$ cat config.mk
export PLATFORM = sky130hd
export DESIGN_NAME = event_to_control_voltage_router
export DESIGN_NICKNAME = d
export VERILOG_FILES = /design/src/hw/rtl/ecv_pkg.sv /design/src/hw/rtl/event_to_control_voltage_router.sv /design/src/hw/rtl/ecv_pitch.sv /design/src/hw/rtl/ecv_slot_table.sv
export SDC_FILE = /design/constraint.sdc
export NUM_CORES = 2
export LEC_CHECK = 0
export BUFFER_PORTS_ARGS = -buffer_cell sky130_fd_sc_hd__buf_2
export CAP_MARGIN = 20
export CORE_AREA = 3 3 371 373
export DETAILED_ROUTE_END_ITERATION = 16
export DIE_AREA = 0 0 374 376
export PLACE_DENSITY = 0.77
export SETUP_SLACK_MARGIN = 0.02
export SYNTH_ARGS = -nofsm -noshare
export SYNTH_HDL_FRONTEND = slang
export SYNTH_HIERARCHICAL = 1
export SYNTH_SLANG_ARGS = --single-unit
$ cat constraint.sdc
create_clock -name i_clk -period 8.55 [get_ports i_clk]
set_clock_uncertainty 0.15 [all_clocks]
set_input_delay 2.565 -clock i_clk [delete_from_list [all_inputs] [get_ports i_clk]]
set_output_delay 2.565 -clock i_clk [all_outputs]
set_load 0.01 [all_outputs]
$ cat src/hw/rtl/ecv_pkg.sv
package ecv_pkg;

    localparam int NUM_ROUTES = 8;
    localparam int NUM_SLOTS  = 16;

    localparam int RW = (NUM_ROUTES > 1) ? $clog2(NUM_ROUTES) : 1;
    localparam int SW = (NUM_SLOTS > 1) ? $clog2(NUM_SLOTS) : 1;

    localparam logic [1:0] FUNC_START = 2'd0;
    localparam logic [1:0] FUNC_END   = 2'd1;
    localparam logic [1:0] FUNC_CTRL  = 2'd2;
    localparam logic [1:0] FUNC_BLOCK = 2'd3;

    localparam logic [1:0] KIND_GATE  = 2'd0;
    localparam logic [1:0] KIND_PITCH = 2'd1;
    localparam logic [1:0] KIND_CTRL  = 2'd2;

    localparam logic ST_SEGMENT = 1'b0;
    localparam logic ST_FULL    = 1'b1;

    localparam logic [1:0] REG_BLOCK_FRAMES = 2'd0;
    localparam logic [1:0] REG_VOLTS_OCT    = 2'd1;
    localparam logic [1:0] REG_VOLTS_REF    = 2'd2;
    localparam logic [1:0] REG_REF_SEMIS    = 2'd3;

    localparam logic signed [19:0] UNIT_ONE = 20'sd4096;
    localparam logic [4:0] HELD_MAX = 5'd31;

    typedef enum logic [3:0] {
        S_IDLE, S_RD, S_SC_RD, S_SC_CMP, S_ST_GATE, S_ST_PITCH, S_END,
        S_CTRL, S_FULL, S_BLK_RD, S_BLK_G, S_BLK_P, S_BLK_C
    } t_state;

    typedef struct packed {
        logic               gate;
        logic signed [19:0] pitch;
        logic [12:0]        ctrl;
        logic [12:0]        org_val;
        logic [11:0]        org_frame;
        logic [4:0]         held;
    } t_route;

    typedef struct packed {
        logic [15:0] voice;
        logic [2:0]  route;
        logic [15:0] trig;
    } t_slot;

    typedef struct packed {
        logic          we;
        logic          set_valid;
        logic          clr_valid;
        logic [SW-1:0] addr;
        t_slot         entry;
    } t_slot_wr;

    typedef struct packed {
        logic               status;
        logic [2:0]         route;
        logic [1:0]         kind;
        logic [11:0]        sf;
        logic [11:0]        ef;
        logic signed [19:0] sv;
        logic signed [19:0] ev;
        logic               last;
    } t_seg;

endpackage

$ cat src/hw/rtl/event_to_control_voltage_router.sv
// channel      dir  handshake                  payload
// s_axis       in   s_axis_tvalid/tready       tdata event fields, tuser func
// m_axis       out  m_axis_tvalid/tready       tdata segment, tuser status+kind, tlast
// apb          in   psel/penable/pwrite        four config registers at 4*i
//
// an event word is taken only in idle; a note start or end scans the trigger
// table slot by slot, read then compare; a control change emits one segment,
// a block start emits a gate, pitch and ctrl segment for every route
// the one-word output register lets the next event in while a segment waits
// reset is synchronous and clears route and slot valid bits, no clearing pass
// a stalled output holds the sequencer in its emit state
module event_to_control_voltage_router import ecv_pkg::*; (
    input  logic        i_clk,
    input  logic        i_rst_n,
    input  logic        s_axis_tvalid,
    output logic        s_axis_tready,
    // route_index, voice_id, trigger_id, has_pitch, pitch_semitones,
    // control_value, linear_ramp, frame_offset, zero pad
    input  logic [87:0] s_axis_tdata,
    // func
    input  logic [1:0]  s_axis_tuser,
    output logic        m_axis_tvalid,
    input  logic        m_axis_tready,
    // route_out, start_frame, end_frame, start_value, end_value, zero pad
    output logic [71:0] m_axis_tdata,
    // status, signal_kind
    output logic [2:0]  m_axis_tuser,
    output logic        m_axis_tlast,
    input  logic        psel,
    input  logic        penable,
    input  logic        pwrite,
    input  logic [3:0]  paddr,
    input  logic [31:0] pwdata,
    output logic [31:0] prdata,
    output logic        pready
);

    // configuration registers
    logic [12:0]        r_block_frames;
    logic [15:0]        r_vpo;
    logic signed [19:0] r_var;
    logic signed [15:0] r_ref;

    // latched event
    logic [1:0]         r_func;
    logic [2:0]         r_route_in;
    logic [15:0]        r_voice;
    logic [15:0]        r_trig;
    logic               r_has_pitch;
    logic signed [15:0] r_semis;
    logic signed [15:0] r_cval;
    logic               r_linear;
    logic [11:0]        r_frame;

    // sequencer
    t_state             r_state, n_state;
    logic [SW-1:0]      r_sidx;
    logic               r_released;
    logic [RW-1:0]      r_cur_route;
    logic               r_out_valid;
    t_seg               r_out;

    // route memory
    t_route             r_route_mem [NUM_ROUTES];
    logic [NUM_ROUTES-1:0] r_route_ok;
    t_route             r_route_q;
    logic               r_route_q_ok;
    t_route             rt_q;
    logic               rt_we;
    t_route             rt_wdata;

    // slot table
    t_slot_wr           slot_wr;
    t_slot              slot_q;
    logic [NUM_SLOTS-1:0] slot_valid;

    logic signed [19:0] volts;
    logic               s_acc;
    logic               out_free;
    logic               emit;
    t_seg               seg;
    logic               cfg_wr;
    logic               slot_last;
    logic               slot_free;
    logic               slot_match;
    logic               route_last;
    logic [4:0]         new_cnt;
    logic [12:0]        ctrl_next;
    logic [12:0]        frames;
    logic [12:0]        lim;
    logic [11:0]        frame_in;

    assign s_axis_tready = (r_state == S_IDLE);
    assign s_acc         = s_axis_tvalid && s_axis_tready;
    assign out_free      = !r_out_valid || m_axis_tready;
    assign pready        = 1'b1;
    assign cfg_wr        = psel && penable && pwrite;

    assign rt_q       = r_route_q_ok ? r_route_q : '0;
    assign slot_last  = (r_sidx == SW'(NUM_SLOTS - 1));
    assign slot_free  = !slot_valid[r_sidx];
    assign slot_match = slot_valid[r_sidx] && slot_q.voice == r_voice
                        && slot_q.route == r_route_in && slot_q.trig == r_trig;
    assign route_last = (r_cur_route == RW'(NUM_ROUTES - 1));

    // event frame clamps to the block
    always_comb begin
        if (r_block_frames == 13'd0)
            frames = 13'd1;
        else if (r_block_frames > 13'd4096)
            frames = 13'd4096;
        else
            frames = r_block_frames;
        lim = frames - 13'd1;
        if (s_axis_tdata[84:69] < {3'b000, lim})
            frame_in = s_axis_tdata[80:69];
        else
            frame_in = lim[11:0];
    end

    always_comb begin
        if (r_cval < 16'sd0)
            ctrl_next = 13'd0;
        else if (r_cval > 16'sd4096)
            ctrl_next = 13'd4096;
        else
            ctrl_next = r_cval[12:0];
    end

    always_comb begin
        if (r_released && rt_q.held != 5'd0)
            new_cnt = rt_q.held - 5'd1;
        else
            new_cnt = rt_q.held;
    end

    ecv_pitch u_pitch (
        .i_clk   (i_clk),
        .i_semis (r_semis),
        .i_ref   (r_ref),
        .i_vpo   (r_vpo),
        .i_var   (r_var),
        .o_volts (volts)
    );

    ecv_slot_table u_slots (
        .i_clk     (i_clk),
        .i_rst_n   (i_rst_n),
        .i_rd_addr (r_sidx),
        .i_wr      (slot_wr),
        .o_rd_data (slot_q),
        .o_valid   (slot_valid)
    );

    // next state
    always_comb begin
        n_state = r_state;
        case (r_state)
            S_IDLE: begin
                if (s_acc) begin
                    if (s_axis_tuser == FUNC_BLOCK)
                        n_state = S_BLK_RD;
                    else if (5'(s_axis_tdata[2:0]) < 5'(NUM_ROUTES))
                        n_state = S_RD;
                end
            end
            S_RD:      n_state = (r_func == FUNC_CTRL) ? S_CTRL : S_SC_RD;
            S_SC_RD:   n_state = S_SC_CMP;
            S_SC_CMP: begin
                if (r_func == FUNC_START) begin
                    if (slot_free)
                        n_state = S_ST_GATE;
                    else if (slot_last)
                        n_state = S_FULL;
                    else
                        n_state = S_SC_RD;
                end else begin
                    if (slot_match || slot_last)
                        n_state = S_END;
                    else
                        n_state = S_SC_RD;
                end
            end
            S_ST_GATE: if (out_free) n_state = r_has_pitch ? S_ST_PITCH : S_IDLE;
            S_ST_PITCH: if (out_free) n_state = S_IDLE;
            S_END: begin
                if (new_cnt != 5'd0 || out_free)
                    n_state = S_IDLE;
            end
            S_CTRL:    if (out_free) n_state = S_IDLE;
            S_FULL:    if (out_free) n_state = S_IDLE;
            S_BLK_RD:  n_state = S_BLK_G;
            S_BLK_G:   if (out_free) n_state = S_BLK_P;
            S_BLK_P:   if (out_free) n_state = S_BLK_C;
            S_BLK_C:   if (out_free) n_state = route_last ? S_IDLE : S_BLK_RD;
            default:   n_state = S_IDLE;
        endcase
    end

    // outputs of each state
    always_comb begin
        emit     = 1'b0;
        seg      = '0;
        seg.route = r_route_in;
        rt_we    = 1'b0;
        rt_wdata = rt_q;
        slot_wr  = '0;
        slot_wr.addr = r_sidx;
        slot_wr.entry.voice = r_voice;
        slot_wr.entry.route = r_route_in;
        slot_wr.entry.trig  = r_trig;
        case (r_state)
            S_SC_CMP: begin
                if (r_func == FUNC_START && slot_free) begin
                    slot_wr.we        = 1'b1;
                    slot_wr.set_valid = 1'b1;
                end else if (r_func == FUNC_END && slot_match) begin
                    slot_wr.clr_valid = 1'b1;
                end
            end
            S_ST_GATE: begin
                emit     = out_free;
                seg.kind = KIND_GATE;
                seg.sf   = r_frame;
                seg.ef   = r_frame;
                seg.sv   = UNIT_ONE;
                seg.ev   = UNIT_ONE;
                seg.last = !r_has_pitch;
                rt_we    = out_free;
                rt_wdata.gate = 1'b1;
                if (rt_q.held < HELD_MAX)
                    rt_wdata.held = rt_q.held + 5'd1;
                if (r_has_pitch)
                    rt_wdata.pitch = volts;
            end
            S_ST_PITCH: begin
                emit     = out_free;
                seg.kind = KIND_PITCH;
                seg.sf   = r_frame;
                seg.ef   = r_frame;
                seg.sv   = volts;
                seg.ev   = volts;
                seg.last = 1'b1;
            end
            S_END: begin
                seg.kind = KIND_GATE;
                seg.sf   = r_frame;
                seg.ef   = r_frame;
                seg.last = 1'b1;
                rt_wdata.held = new_cnt;
                if (new_cnt == 5'd0) begin
                    emit  = out_free;
                    rt_we = out_free;
                    rt_wdata.gate = 1'b0;
                end else begin
                    rt_we = 1'b1;
                end
            end
            S_CTRL: begin
                emit     = out_free;
                seg.kind = KIND_CTRL;
                seg.last = 1'b1;
                seg.ev   = 20'(ctrl_next);
                if (r_linear && r_frame > rt_q.org_frame) begin
                    seg.sf = rt_q.org_frame;
                    seg.sv = 20'(rt_q.org_val);
                end else begin
                    seg.sf = r_frame;
                    seg.sv = 20'(ctrl_next);
                end
                seg.ef   = r_frame;
                rt_we    = out_free;
                rt_wdata.ctrl      = ctrl_next;
                rt_wdata.org_val   = ctrl_next;
                rt_wdata.org_frame = r_frame;
            end
            S_FULL: begin
                emit       = out_free;
                seg.status = ST_FULL;
                seg.last   = 1'b1;
            end
            S_BLK_G: begin
                emit      = out_free;
                seg.route = 3'(r_cur_route);
                seg.kind  = KIND_GATE;
                seg.sv    = rt_q.gate ? UNIT_ONE : 20'sd0;
                seg.ev    = rt_q.gate ? UNIT_ONE : 20'sd0;
            end
            S_BLK_P: begin
                emit      = out_free;
                seg.route = 3'(r_cur_route);
                seg.kind  = KIND_PITCH;
                seg.sv    = rt_q.pitch;
                seg.ev    = rt_q.pitch;
            end
            S_BLK_C: begin
                emit      = out_free;
                seg.route = 3'(r_cur_route);
                seg.kind  = KIND_CTRL;
                seg.sv    = 20'(rt_q.ctrl);
                seg.ev    = 20'(rt_q.ctrl);
                seg.last  = route_last;
                rt_we     = out_free;
                rt_wdata.org_val   = rt_q.ctrl;
                rt_wdata.org_frame = 12'd0;
            end
            default: begin
                emit = 1'b0;
            end
        endcase
    end

    // route memory, read address follows the current route
    always_ff @(posedge i_clk) begin
        if (rt_we)
            r_route_mem[r_cur_route] <= rt_wdata;
        r_route_q <= r_route_mem[r_cur_route];
    end

    always_ff @(posedge i_clk) begin
        if (!i_rst_n) begin
            r_route_ok   <= '0;
            r_route_q_ok <= 1'b0;
        end else begin
            r_route_q_ok <= r_route_ok[r_cur_route];
            if (rt_we)
                r_route_ok[r_cur_route] <= 1'b1;
        end
    end

    // event latch and output segment register
    always_ff @(posedge i_clk) begin
        if (s_acc) begin
            r_func      <= s_axis_tuser;
            r_route_in  <= s_axis_tdata[2:0];
            r_voice     <= s_axis_tdata[18:3];
            r_trig      <= s_axis_tdata[34:19];
            r_has_pitch <= s_axis_tdata[35];
            r_semis     <= s_axis_tdata[51:36];
            r_cval      <= s_axis_tdata[67:52];
            r_linear    <= s_axis_tdata[68];
            r_frame     <= frame_in;
        end
        if (emit)
            r_out <= seg;
    end

    always_ff @(posedge i_clk) begin
        if (!i_rst_n) begin
            r_state     <= S_IDLE;
            r_sidx      <= '0;
            r_released  <= 1'b0;
            r_cur_route <= '0;
            r_out_valid <= 1'b0;
        end else begin
            r_state <= n_state;
            if (s_acc) begin
                r_sidx     <= '0;
                r_released <= 1'b0;
                r_cur_route <= (s_axis_tuser == FUNC_BLOCK) ? '0
                                                            : RW'(s_axis_tdata[2:0]);
            end
            if (r_state == S_SC_CMP) begin
                if (slot_match)
                    r_released <= 1'b1;
                if (!slot_last)
                    r_sidx <= r_sidx + SW'(1);
            end
            if (r_state == S_BLK_C && out_free && !route_last)
                r_cur_route <= r_cur_route + RW'(1);
            if (emit)
                r_out_valid <= 1'b1;
            else if (m_axis_tready)
                r_out_valid <= 1'b0;
        end
    end

    // configuration
    always_ff @(posedge i_clk) begin
        if (!i_rst_n) begin
            r_block_frames <= 13'd256;
            r_vpo          <= 16'd4096;
            r_var          <= 20'sd0;
            r_ref          <= 16'sd15360;
        end else if (cfg_wr) begin
            case (paddr[3:2])
                REG_BLOCK_FRAMES: r_block_frames <= pwdata[12:0];
                REG_VOLTS_OCT:    r_vpo          <= pwdata[15:0];
                REG_VOLTS_REF:    r_var          <= pwdata[19:0];
                REG_REF_SEMIS:    r_ref          <= pwdata[15:0];
                default:          r_vpo          <= r_vpo;
            endcase
        end
    end

    always_comb begin
        case (paddr[3:2])
            REG_BLOCK_FRAMES: prdata = 32'(r_block_frames);
            REG_VOLTS_OCT:    prdata = 32'(r_vpo);
            REG_VOLTS_REF:    prdata = {12'd0, r_var};
            REG_REF_SEMIS:    prdata = {16'd0, r_ref};
            default:          prdata = 32'd0;
        endcase
    end

    assign m_axis_tvalid = r_out_valid;
    assign m_axis_tdata  = {5'd0, r_out.ev, r_out.sv, r_out.ef, r_out.sf, r_out.route};
    assign m_axis_tuser  = {r_out.kind, r_out.status};
    assign m_axis_tlast  = r_out.last;

endmodule

$ cat src/hw/rtl/ecv_pitch.sv
module ecv_pitch import ecv_pkg::*; (
    input  logic               i_clk,
    input  logic signed [15:0] i_semis,
    input  logic signed [15:0] i_ref,
    input  logic [15:0]        i_vpo,
    input  logic signed [19:0] i_var,
    output logic signed [19:0] o_volts
);

    logic signed [16:0] diff;
    logic [16:0]        mag;
    logic [32:0]        r_prod;
    logic               r_neg1;
    logic [33:0]        biased;
    logic [31:0]        x;
    logic [63:0]        recip;
    logic [20:0]        r_q;
    logic               r_neg2;
    logic signed [22:0] sum;
    logic signed [19:0] r_volts;

    // divide by 3072: shift by 1024 then multiply by reciprocal of three
    always_comb begin
        diff   = 17'(i_semis) - 17'(i_ref);
        mag    = diff[16] ? 17'(-diff) : 17'(diff);
        biased = 34'(r_prod) + 34'd1536;
        x      = 32'(biased >> 10);
        recip  = 64'(x) * 64'h0000_0000_AAAA_AAAB;
        sum    = (r_neg2 ? -23'(r_q) : 23'(r_q)) + 23'(i_var);
    end

    always_ff @(posedge i_clk) begin
        r_prod <= 33'(mag) * 33'(i_vpo);
        r_neg1 <= diff[16];
        r_q    <= recip[53:33];
        r_neg2 <= r_neg1;
        if (sum < -23'sd524288)
            r_volts <= -20'sd524288;
        else if (sum > 23'sd524287)
            r_volts <= 20'sd524287;
        else
            r_volts <= sum[19:0];
    end

    assign o_volts = r_volts;

endmodule

$ cat src/hw/rtl/ecv_slot_table.sv
module ecv_slot_table import ecv_pkg::*; (
    input  logic                 i_clk,
    input  logic                 i_rst_n,
    input  logic [SW-1:0]        i_rd_addr,
    input  t_slot_wr             i_wr,
    output t_slot                o_rd_data,
    output logic [NUM_SLOTS-1:0] o_valid
);

    t_slot                r_mem [NUM_SLOTS];
    t_slot                r_rd_data;
    logic [NUM_SLOTS-1:0] r_valid;

    always_ff @(posedge i_clk) begin
        if (i_wr.we)
            r_mem[i_wr.addr] <= i_wr.entry;
        r_rd_data <= r_mem[i_rd_addr];
    end

    always_ff @(posedge i_clk) begin
        if (!i_rst_n) begin
            r_valid <= '0;
        end else if (i_wr.set_valid) begin
            r_valid[i_wr.addr] <= 1'b1;
        end else if (i_wr.clr_valid) begin
            r_valid[i_wr.addr] <= 1'b0;
        end
    end

    assign o_rd_data = r_rd_data;
    assign o_valid   = r_valid;

endmodule
==> impl_metrics.py <==
metrics = {
    "synthesis": {
        "synth-xor-area-share": 0.0192,
        "synth_cell_type_count": 96,
        "synth_edf_count": 1219,
        "yosys_warnings": 6,
        "synth_compound_area_frac": 0.0899,
        "synthFlopType": "edfxtp_1",
        "synth_area_sq_um": 76600,
        "syn-mean-instance-area_sq_um": 13.4,
        "synth-simple-area-share": 0.0740,
        "synth-seq-cells": 1488,
        "synthCells": 5721,
        "synth_top_family_by_area": "adder cells",
        "synthAdderAreaFrac": 0.161,
        "synthArstFlopShare": 0,
        "synthMuxAreaShare": 0.0609,
        "ys_seq_area_frac": 0.548,
    },
    "cts": {
        "clk_latency_ns": 0.80,
        "cts_tree": "done",
        "cts_sinks": 1488,
        "cts.clk_slew.worst_paths_ns": 0.06,
        "htree_levels": 4,
        "cts_root_buffer": "clkbuf_16",
        "clock_path_buffers": 3,
        "cts_buffers": 145,
    },
    "global_routing": {
        "grt_remaining_overflow": 0,
        "grt_use_met2": 0.459,
        "top_usage_layer": "met2",
        "grt_pass1_vias": 50700,
        "grt_max_degree": 66,
        "antenna_found_initial": 10,
        "globalRouteTotalUtil": 0.278,
        "met1_usage": 0.365,
        "grt_use_met3": 0.0542,
        "grt_pass1_wl_um": 299000,
    },
    "critical_path": {
        "path_class": "reg -> reg",
        "ff2ff_setup_slack_ns": 0.04,
        "critPathLaunchType": "flop",
        "crit_path_max_fanout": 5,
        "rr_worst_depth": 35,
        "required_ns": 9.11,
        "critPathCapture": "u_pitch/r_prod[28]",
        "startpoint": "r_semis[0]",
        "arrival_ns": 9.08,
        "worstReg2RegEnd": "u_pitch/r_prod[28]",
        "max_stage_delay_ns": 0.56,
        "critPathSlowestCell": "or4_4",
        "cp_common_cell": "fa_1",
        "worstSetupEndpointType": "flop",
        "r2r-start": "r_semis[0]",
    },
    "finish": {
        "area_delta_synth_final_pct": 12.7,
        "multi_input_area_sq_um": 31800,
        "post-route-util": 0.640,
        "final.fill_count": 9469,
        "final_nets": 6999,
        "drive_above_1_share": 0.162,
        "seq_area_sq_um": 42000,
    },
    "timing": {
        "relSlewSlack": 0.259,
        "fin_crit_ns": 8.51,
        "grt_setup_unrepaired": "true",
        "setup_viol": 0,
        "timing.final.crit_share": 0.996,
        "finalHoldViolations": 0,
        "slew_viol_final": 0,
        "fmax_mhz": 117,
        "tightestPinTransition_ns": 1.11,
    },
    "route": {
        "wirelength_um": 196000,
        "drtPass1Iterations": 7,
        "wl_per_cell_um": 24.4,
        "drtAntennaViolNets": 0,
        "route.detailed.drc": 0,
        "vias": 49500,
        "drt_iter0_markers": 5476,
        "vias_per_cell": 6.17,
    },
    "place": {
        "dp_hpwl_um": 123000,
        "port_buffers": 208,
        "place_congestion": 0.924,
    },
    "die": {
        "rows": 135,
        "core_area_sq_um": 135000,
        "die_area_sq_um": 141000,
        "die_w_um": 374,
        "die_h_um": 376,
        "io-pin-count": 244,
        "start_util": 0.567,
    },
    "min_path": {
        "hold_path_class": "reg -> reg",
    },
    "flow_run": {
        "drv_cap": 0,
    },
    "outcome": {
        "status": "complete, no violations",
    },
}
## Yosys cell counts, types with 9 or more instances
cell type | n | area [sq um]
edfxtp_1 | 1219 | 36600
inv_1 | 600 | 2250
nand2_1 | 500 | 1880
fa_1 | 386 | 7730
ha_1 | 365 | 4570
a22oi_1 | 356 | 2670
dfxtp_1 | 269 | 5390
nor2_1 | 201 | 754
a21oi_1 | 193 | 966
clkbuf_1 | 189 | 709
o21ai_0 | 133 | 666
xnor2_1 | 123 | 1080
mux4_2 | 100 | 2250
nand4_1 | 94 | 588
mux2i_1 | 81 | 811
and2_1 | 80 | 500
a21o_1 | 72 | 541
nand3_1 | 58 | 290
o21a_1 | 58 | 435
mux4_1 | 57 | 1500
and3_1 | 55 | 344
xor2_1 | 45 | 394
nor3_1 | 44 | 220
nor2b_1 | 37 | 231
a31oi_1 | 33 | 206
buf_4 | 28 | 210
nand2b_1 | 22 | 138
buf_2 | 20 | 100
nor4_1 | 19 | 119
o22ai_1 | 18 | 113
a211oi_1 | 14 | 105
buf_1 | 14 | 52.6
o21bai_1 | 14 | 105
or3_1 | 14 | 87.6
or2_2 | 12 | 75.1
buf_12 | 11 | 220
o31ai_1 | 10 | 75.1
a32o_1 | 9 | 90.1
mux2_2 | 9 | 101
## per-layer routing
metal | routed length, um | vias to the layer above
met5 | 24 | -
met3 | 17900 | 490
met2 | 94500 | 2632
li1 | - | 21600
met1 | 74800 | 24800
met4 | 8200 | 4
## area by class of cell
class,count,share of cell area
Antenna cell,5,0.000145
Clock buffer,203,0.0458
Clock inverter,64,0.00801
Inverter,605,0.0264
Multi-Input combinational cell,3378,0.369
Sequential cell,1488,0.486
Tap cell,1781,0.0258
Timing Repair Buffer,497,0.0387
## worst min-delay path by stage
stage	startpoint	endpoint	slack, ns	cells past startpoint
after CTS	u_pitch/r_neg1	u_pitch/r_neg2	0.17	0
final	u_pitch/r_neg1	u_pitch/r_neg2	0.17	0
after floorplan	u_pitch/r_neg1	u_pitch/r_neg2	0.16	0
after global routing	u_pitch/r_neg1	u_pitch/r_neg2	0.17	0
after detailed placement	u_pitch/r_neg1	u_pitch/r_neg2	0.17	0
after global placement	u_pitch/r_neg1	u_pitch/r_neg2	0.16	0
## metrics by stage
stage / hold slack [ns] / worst slack [ns] / instance area [sq um] / TNS [ns] / cells
2_1_floorplan: 0.160 / -0.0102 / 76700 / -0.0102 / 5737
4_1_cts: 0.169 / -0.0436 / 85800 / -0.0726 / 7997
6_report: 0.166 / 0.0354 / 86300 / 0 / 8021
3_3_place_gp: 0.163 / -0.313 / 80800 / -1.82 / 7718
3_5_place_dp: 0.167 / -0.439 / 80800 / -2.98 / 7718
5_1_grt: 0.168 / -0.339 / 86300 / -2.26 / 8017
## registers in the layout, indices dropped and copies added, names as in the netlist, 20 cells and up, named ones only
name and flops:
r_route_mem 512, u_pitch/o_volts 20, r_var 20, u_slots/o_rd_data 35
u_pitch/r_q 21, u_pitch/r_prod 24, m_axis_tdata 60, u_slots/r_mem 560
r_route_q 64
## critical path: cells and delay by family (launching register included)
kind / cells / cell delay [ns]
muxes: 1 / 0.13
adders and majority gates: 9 / 3.86
AOI/OAI and AO/OA: 11 / 1.77
and+or+nand+nor: 3 / 1.11
buffers and inverters: 9 / 0.82
DFF: 1 / 0.36
xor gates and xnor gates: 2 / 0.22
## timing repair
item,CTS,global route
gates resized for setup,54,93
setup endpoints to repair,16,31
pin swaps,27,30
endpoints found under the hold margin,0,0
buffers inserted,12,18
hold buffers,0,0
## kinds of logic (layout without fill, tap and decap cells)
family	Yosys count	count (layout)
DFF	1488	1488
xor gates and xnor gates	168	168
and+or+nand+nor	1187	1187
adders and majority gates	751	751
AOI/OAI and AO/OA	1007	1007
muxes	247	247
other	2	23
buffers and inverters	871	1369
## cells in the final DEF (no fill, tap or decap), types with 19 or more instances in the layout
| master | synthesis | final |
|---|---|---|
| and3_1 | 55 | 38 |
| nand2b_1 | 22 | 22 |
| clkinv_1 | 4 | 19 |
| mux4_1 | 57 | 57 |
| buf_4 | 28 | 266 |
| clkbuf_16 | 0 | 145 |
| mux4_2 | 100 | 100 |
| mux2i_1 | 81 | 77 |
| nor3_1 | 44 | 38 |
| a21oi_1 | 193 | 183 |
| xnor2_1 | 123 | 115 |
| fa_1 | 386 | 379 |
| dfxtp_1 | 269 | 264 |
| nor2b_1 | 37 | 35 |
| o21ai_0 | 133 | 126 |
| buf_2 | 20 | 208 |
| clkinv_2 | 0 | 22 |
| a21o_1 | 72 | 72 |
| xor2_1 | 45 | 41 |
| nand3_1 | 58 | 55 |
| edfxtp_1 | 1219 | 1219 |
| a22oi_1 | 356 | 356 |
| ha_1 | 365 | 355 |
| inv_1 | 600 | 588 |
| nor2_1 | 201 | 180 |
| nand2_1 | 500 | 494 |
| a31oi_1 | 33 | 31 |
| nand4_1 | 94 | 94 |
| clkbuf_1 | 189 | 47 |
| and2_1 | 80 | 76 |
| o21a_1 | 58 | 57 |
Power is not shown: default switching activity piles up to over one toggle a cycle in this logic, so the estimate is an artifact.
